$ cat config.mk
export PLATFORM = sky130hd
export DESIGN_NAME = rgd_ctrl
export DESIGN_NICKNAME = d
export VERILOG_FILES = /design/src/hdl/rgd_pkg.sv /design/src/hdl/rgd_ctrl.sv
export SDC_FILE = /design/constraint.sdc
export NUM_CORES = 1
export LEC_CHECK = 0
export BUFFER_PORTS_ARGS = -buffer_cell sky130_fd_sc_hd__buf_2
export CAP_MARGIN = 20
export CORE_AREA = 2 2 39 41
export CTS_BUF_LIST = sky130_fd_sc_hd__clkbuf_4 sky130_fd_sc_hd__clkbuf_8
export CTS_CLUSTER_DIAMETER = 100
export DETAILED_ROUTE_END_ITERATION = 16
export DIE_AREA = 0 0 41 43
export SLEW_MARGIN = 20
export SYNTH_ARGS = -nofsm -noshare
export SYNTH_HDL_FRONTEND = slang
export SYNTH_SLANG_ARGS = --single-unit
export TNS_END_PERCENT = 1
$ cat constraint.sdc
create_clock -name clk -period 1.6 [get_ports clk]
set_input_delay 0.24 -clock clk [delete_from_list [all_inputs] [get_ports clk]]
set_output_delay 0.24 -clock clk [all_outputs]
set_load 0.1 [all_outputs]
$ cat src/hdl/rgd_pkg.sv
// rgd_pkg: shared types, constants and the sigmoid table for the gradient step core
// no dependencies
`default_nettype none
package rgd_pkg;

    localparam int FEATURES = 32;
    localparam int FIDX_W = 5;
    localparam int SIG_SIZE = 256;
    localparam int SIG_IDX_W = 8;
    localparam int SIG_SPAN_LOG2 = 3;

    // exp step between table entries in Q32
    localparam logic [63:0] SIG_STEP = (64'd8 << 32) / 64'(SIG_SIZE);

    // config register indexes
    localparam logic [2:0] CFG_LOSS_MODE = 3'd0;
    localparam logic [2:0] CFG_STEP_SIZE = 3'd1;
    localparam logic [2:0] CFG_REG_WEIGHT = 3'd2;
    localparam logic [2:0] CFG_MOMENTUM = 3'd3;
    localparam logic [2:0] CFG_BATCH_SCALE = 3'd4;

    // opcodes
    localparam logic [1:0] OP_ADD = 2'd0;
    localparam logic [1:0] OP_ADD_UPDATE = 2'd1;
    localparam logic [1:0] OP_WRITE = 2'd2;
    localparam logic [1:0] OP_SCORE = 2'd3;

    // loss modes
    localparam logic [1:0] MODE_QUAD = 2'd0;
    localparam logic [1:0] MODE_LOGISTIC = 2'd1;
    localparam logic [1:0] MODE_MOMENTUM = 2'd2;
    localparam logic [1:0] MODE_NESTEROV = 2'd3;

    typedef enum logic [2:0] {
        ST_IDLE,
        ST_INNER,
        ST_TERM,
        ST_ACCUM,
        ST_UPD,
        ST_EMIT,
        ST_SCORE
    } state_t;

    // controller to datapath
    typedef struct packed {
        logic load;
        logic write_entry;
        logic calc_term;
        logic accum;
        logic upd_start;
        logic upd_step;
        logic idx_inc;
    } cmd_t;

    // datapath to controller
    typedef struct packed {
        logic last_idx;
        logic upd_done;
    } stat_t;

    // round half up of a 72-bit product by >>16
    function automatic logic signed [55:0] rnd16(input logic signed [71:0] p);
        logic signed [71:0] x;
        begin
            x = p + 72'sd32768;
            rnd16 = 56'(x >>> 16);
        end
    endfunction

    function automatic logic signed [47:0] sat48(input logic signed [55:0] v);
        if (v > 56'sh7FFFFFFFFFFF)
            sat48 = 48'sh7FFFFFFFFFFF;
        else if (v < -56'sh800000000000)
            sat48 = 48'sh800000000000;
        else
            sat48 = v[47:0];
    endfunction

    function automatic logic signed [31:0] sat32(input logic signed [55:0] v);
        if (v > 56'sh7FFFFFFF)
            sat32 = 32'sh7FFFFFFF;
        else if (v < -56'sh80000000)
            sat32 = 32'sh80000000;
        else
            sat32 = v[31:0];
    endfunction

    // restoring shift and subtract division for the table build
    function automatic logic [63:0] udiv64(input logic [63:0] num, input logic [63:0] den);
        logic [64:0] rem;
        logic [63:0] quo;
        begin
            rem = '0;
            quo = '0;
            for (int b = 63; b >= 0; b--)
            begin
                rem = {rem[63:0], num[b]};
                if (rem >= {1'b0, den})
                begin
                    rem = rem - {1'b0, den};
                    quo[b] = 1'b1;
                end
            end
            udiv64 = quo;
        end
    endfunction

    typedef logic [16:0] sig_tab_t [SIG_SIZE];

    // sigmoid table entry k = 1/(1+exp(-k*8/SIZE)) in Q0.16, integer Q32 exp
    function automatic sig_tab_t build_sig();
        sig_tab_t t;
        logic [63:0] term, base, e, den, r;
        begin
            term = 64'd1 << 32;
            base = term;
            e = 64'd1 << 32;
            for (int n = 1; n <= 24; n++)
            begin
                term = udiv64((term * SIG_STEP) >> 32, 64'(n));
                if (n[0])
                    base = base - term;
                else
                    base = base + term;
            end
            for (int k = 0; k < SIG_SIZE; k++)
            begin
                den = (64'd1 << 32) + e;
                r = udiv64((64'd1 << 48) + (den >> 1), den);
                t[k] = r[16:0];
                e = (e * base + (64'd1 << 31)) >> 32;
            end
            build_sig = t;
        end
    endfunction

    localparam sig_tab_t SIG_TAB = build_sig();

endpackage
`default_nettype wire

$ cat src/hdl/rgd_ctrl.sv
// rgd_ctrl: sequencing state machine for the gradient step core
// depends on rgd_pkg
`default_nettype none
module rgd_ctrl (
    input  wire logic clk,
    input  wire logic rst_n,
    input  wire logic in_fire,
    input  wire logic [1:0] in_opcode,
    input  wire logic out_busy,
    input  wire logic out_take,
    input  wire rgd_pkg::stat_t stat,
    output rgd_pkg::cmd_t cmd,
    output logic in_ready,
    output logic emit_valid,
    output logic emit_score
);
    import rgd_pkg::*;

    state_t state_reg, state_next;
    logic upd_reg, upd_next;
    logic score_reg, score_next;

    // state register
    always_ff @(posedge clk or negedge rst_n)
    begin
        if (!rst_n)
        begin
            state_reg <= ST_IDLE;
            upd_reg <= 1'b0;
            score_reg <= 1'b0;
        end
        else
        begin
            state_reg <= state_next;
            upd_reg <= upd_next;
            score_reg <= score_next;
        end
    end

    // next state and commands
    always_comb
    begin
        state_next = state_reg;
        upd_next = upd_reg;
        score_next = score_reg;
        cmd = '0;
        in_ready = 1'b0;
        emit_valid = 1'b0;
        emit_score = 1'b0;
        case (state_reg)
            ST_IDLE:
            begin
                in_ready = 1'b1;
                if (in_fire)
                begin
                    if (in_opcode == OP_WRITE)
                        cmd.write_entry = 1'b1;
                    else
                    begin
                        cmd.load = 1'b1;
                        upd_next = (in_opcode == OP_ADD_UPDATE);
                        score_next = (in_opcode == OP_SCORE);
                        state_next = ST_INNER;
                    end
                end
            end
            ST_INNER:
            begin
                // adder tree result registered in datapath
                state_next = score_reg ? ST_SCORE : ST_TERM;
            end
            ST_TERM:
            begin
                cmd.calc_term = 1'b1;
                state_next = ST_ACCUM;
            end
            ST_ACCUM:
            begin
                cmd.accum = 1'b1;
                if (upd_reg)
                begin
                    cmd.upd_start = 1'b1;
                    state_next = ST_UPD;
                end
                else
                    state_next = ST_IDLE;
            end
            ST_UPD:
            begin
                cmd.upd_step = 1'b1;
                if (stat.upd_done)
                    state_next = ST_EMIT;
            end
            ST_EMIT:
            begin
                if (!out_busy || out_take)
                begin
                    emit_valid = 1'b1;
                    if (stat.last_idx)
                        state_next = ST_IDLE;
                    else
                    begin
                        cmd.idx_inc = 1'b1;
                        cmd.upd_start = 1'b1;
                        state_next = ST_UPD;
                    end
                end
            end
            ST_SCORE:
            begin
                if (!out_busy || out_take)
                begin
                    emit_valid = 1'b1;
                    emit_score = 1'b1;
                    state_next = ST_IDLE;
                end
            end
            default: state_next = ST_IDLE;
        endcase
    end

endmodule
`default_nettype wire

=== Yosys cells after proc, flatten, opt, wreduce, memory -nomap -nowiden ===
Index checks and enable logic that the tools add are counted.

* Flip-flop bits (word level): 5
* Word-level logic and storage cells: 49
* Input port bits: 9
* Output and inout bits: 10

* Equal/unequal tests: 14
* Bitwise logic cells: 1
* Reductions and logical operators: 6
* Muxes and demuxes: 25

{| class="wikitable"
|+ Operators with widths
! kind !! number
|-
| $mux W3 || 8
|-
| $pmux W3 S7 || 1
|-
| $mux W1 || 13
|-
| $ne A2 B2 Y1 const B || 5
|-
| $eq A3 B3 Y1 const B || 3
|-
| $eq A3 B2 Y1 const B || 2
|-
| $reduce_and A5 Y1 || 1
|-
| $eq A2 B2 Y1 const B || 2
|-
| $mux W2 || 2
|-
| $eq A3 B1 Y1 const B || 1
|-
| $logic_not A3 Y1 || 1
|-
| $reduce_and A3 Y1 || 1
|-
| $eq A2 B1 Y1 const B || 1
|-
| $pmux W1 S2 || 1
|-
| $reduce_or A2 Y1 || 1
|-
| $logic_not A1 Y1 || 1
|-
| $logic_or A1 B1 Y1 || 1
|-
| $not A1 Y1 || 1
|}

=== Logic depth before layout (Yosys ltp) ===
* Depth in word-level cells: 4
* Mapped depth: 4
* Depth with buffers taken out: 3

=== Least setup slack after synthesis ===
OpenSTA, ideal clock, no wires.

* Kind: register -> output
* Start point: register state_reg[0]
* End point: output cmd[1] (netlist bit)
* Slack: -1.445 ns
* Buffers on the path: 1
* Required time: 1.360 ns
* Cell stages (with the launch flop): 3
* Arrival: 2.805 ns
* Cells stage by stage: dfrtp_1 -> buf_2 -> nor3b_1

{| class="wikitable"
|+ RTL lines
! element !! line !! source
|-
| from (decl) || rgd_ctrl.sv:19 || <nowiki>state_t state_reg, state_next;</nowiki>
|-
| from (signal assigned) || rgd_ctrl.sv:34 || <nowiki>state_reg <= state_next;</nowiki>
|-
| to (decl) || rgd_ctrl.sv:12 || <nowiki>output rgd_pkg::cmd_t cmd,</nowiki>
|}

==> PnR_summary.wiki <==
{| class="wikitable"
! Metric !! Value
|-
| Placed Instance Area || 772.0 µm²
|-
| Synth cell types || 24
|-
| Area growth from synthesis to final layout || 112.0%
|-
| Period utilization || 1.086
|-
| Die span in y || roughly 43 µm
|-
| Buf+Inv Stages, Crit Path || 1
|-
| Post-synthesis cell type with the largest combined area || dfrtp_1
|-
| Nets || 86
|-
| Global-route track usage on met1 || 0.1927
|-
| Worst-case hold slack || 0.2776 ns
|-
| Most used routing layer || met2
|-
| Residual overflow from global routing || 0
|-
| Area of the die || 1763 µm²
|-
| Final critical delay including setup and external delays || 1.738 ns
|-
| Flip-flop count of the largest register, all copies and words added || 3
|-
| Setup slack after layout || -0.1382 ns
|-
| Synthesized instance count || 46
|-
| Unrepaired setup endpoints after global routing || yes
|-
| Number of cell rows || 14
|-
| Number of clock buffers inserted by TritonCTS || 3
|-
| Nets in the synthesized netlist || 55
|-
| Arrival time at the worst endpoint || 1.50 ns
|-
| DRC errors left || 0
|-
| GRT Resource Usage Total || 0.1602
|-
| Top post-synthesis cells by area || dfrtp_1 31%, nand2b_1 7.7%, nor3b_1 5.5%, a21oi_1 4.9%, mux2i_1 4.9%
|-
| Top Family by Delay on Critical Path || simple AND/OR/NAND/NOR gates
|-
| Worst slew slack as a fraction of its limit || 0.8015
|-
| Start point of the worst hold path || in_opcode[0]
|-
| Clock tree root driver cell || clkbuf_4
|-
| FF-to-FF Start || state_reg[1]
|-
| Share of synthesized registers carrying an async set or reset || 1.000
|-
| Worst setup path startpoint || state_reg[1]
|-
| Proportion of netlist area held by the largest area contributor || 0.3077
|-
| Data required time at the worst endpoint || about 1.4 ns
|-
| Final setup violation count || 5
|-
| Final core occ || 0.6230
|-
| Critical Path Fanout Max || 4
|-
| Final Hold Fails || 0
|-
| GRT met3 Usage || 0.03141
|-
| Largest net degree at the start of global routing || 10
|-
| Via count of the first global-routing pass || 473
|-
| Worst path cell trace || or4b_4, nor2_4, buf_12
|-
| Total of flip-flops plus latches after synthesis || 5
|-
| Maximum level of the CTS H-tree || 1
|-
| Wire length of the first global-routing pass || 1876 µm
|-
| Port Buffer Count || 18
|-
| Clk sinks || 5
|-
| DR iter-0 viols || 10
|-
| Layout cell share with drive strength beyond 1 || 0.6053
|-
| Average footprint of a synthesized cell || ~9 µm²
|-
| Setup CP Type || flop to primary output
|-
| Clk_skew || around 0.0012 ns
|-
| Maximum clock frequency || 575.3 MHz
|-
| Die Wd || 41 µm
|-
| Global-route met2 utilization || 0.2469
|-
| Cell types with the highest counts after synthesis || 5 x dfrtp_1, 5 x nand2b_1, 4 x a21oi_1, 4 x nor2_1
|-
| Transition time at the pin with the least slew margin || ~0.3 ns
|-
| Total Routed Length || 1072 µm
|-
| Total number of vias || 460
|-
| First-pass detailed-route iteration total || 4
|-
| Violations in the final reports || setup timing
|-
| Total half-perimeter wirelength after legalization and detailed placement || 874.8 µm
|-
| Clock insertion delay at the later pin of the skew report || 0.23 ns
|-
| Clock transition time at the flip-flop clock pins of the worst setup and hold paths || 0.04 ns
|-
| Routability-driven placement congestion ratio || between 0.8 and 0.9
|-
| Post-route cell area || 862.1 µm²
|-
| Status || finished, violations left
|-
| Cell area after technology mapping || 406.6 µm²
|-
| Core Footprint || 1384 µm²
|-
| Antenna Diode Count || 0
|-
| Final setup TNS || -0.3398 ns
|-
| Largest buffer count on any clock path || 2
|-
| Antenna violations before repair || 0
|-
| Sequential area share after synthesis || 0.3077
|-
| Number of max-cap violations || 0
|-
| Most used flip-flop cell after synthesis || dfrtp_1
|-
| Antenna-violating nets left || 0
|-
| Crit path capture type || primary output
|-
| Worst setup SP type || flop
|-
| Clock tree from TritonCTS || yes
|-
| Highest cell delay on the worst timing path || 0.56 ns
|-
| Top-level I/O count || 19
|-
| Average wire per cell in the routed design || between 10 and 15 µm
|-
| Worst hold path class || input port to flop
|-
| Initial standard-cell utilization of the core || 0.2939
|-
| Number of enable flip-flop cells after synthesis || 0
|-
| Count of yosys warnings during synthesis || 0
|-
| Number of max-slew violations in the final report || 0
|-
| Highest-delay cell along the critical path || or4b_4
|-
| Per-cell via count in the routed design || 5.000
|}
cell usage in the layout, fill, tap and decap left out, types with 2 or more instances in the layout:
cell type,netlist,routed
buf_12,0,10
buf_2,2,8
buf_4,0,7
dfrtp_1,5,5
clkbuf_4,0,4
nand2b_1,5,3
a21oi_1,4,3
buf_6,1,3
nor3b_4,0,2
and3b_1,2,2
nor3_4,0,2
nor2_4,1,2
nand2_1,2,2
mux2i_1,2,2
nor2_1,4,2
cell type report:
cell class	instances	area, µm²
clock buffers	4	30.03
fillers	106	521.8
inverters	1	3.754
multi-input cells	37	346.6
flip-flops and latches	5	125.1
well taps	16	20.02
repair buffers	29	336.6
kinds of logic (layout without fill, tap and decap cells):
family                 count (synthesis)  in the layout  share of synthesized area
AO/OA/AOI/OAI                         12             12                     0.2000
flip-flops                             5              5                     0.3077
multiplexers                           2              2                    0.04923
buffers and inverters                  4             34                    0.06153
AND/OR/NAND/NOR                       23             23                     0.3815
worst register-to-register path, stage by stage (launching register included):
cell	delay, ns
dfrtp_1	0.40
or4b_4	0.56
buf_4	0.16
nor2_4	0.08
a22o_1	0.14
worst paths after layout:
path	end	slack [ns]	cells after the start
setup / recovery	cmd[5]	-0.14	3
hold / removal	upd_reg	0.28	2
setup reg to reg	upd_reg	0.19	4
hold reg to reg	score_reg	0.50	2
max in group asynchronous	upd_reg	1.13	2
min in group asynchronous	state_reg[2]	0.35	2
repair_timing:
| item | CTS | global route |
|---|---|---|
| endpoints found under the hold margin | 5 | 0 |
| resized for setup | 7 | 1 |
| pin swaps | 5 | 1 |
| setup endpoints to repair | 8 | 9 |
| buffers inserted | 2 | 0 |
| hold buffers | 1 | 0 |
through the flow:
step	setup slack (ns)	instances
after floorplan	-0.2808	46
after global placement	0.08952	85
after detailed placement	0.07073	85
after CTS	-0.1544	92
after global routing	-0.1846	92
final	-0.1382	92
layer usage:
metal | vias up | wire (µm)
met1 | 225 | 420
met2 | 6 | 636
li1 | 229 | -
met3 | 0 | 15
met4 | 0 | 0
met5 | - | 0
Power is not shown: default switching activity piles up to over one toggle a cycle in this logic, so the estimate is an artifact.
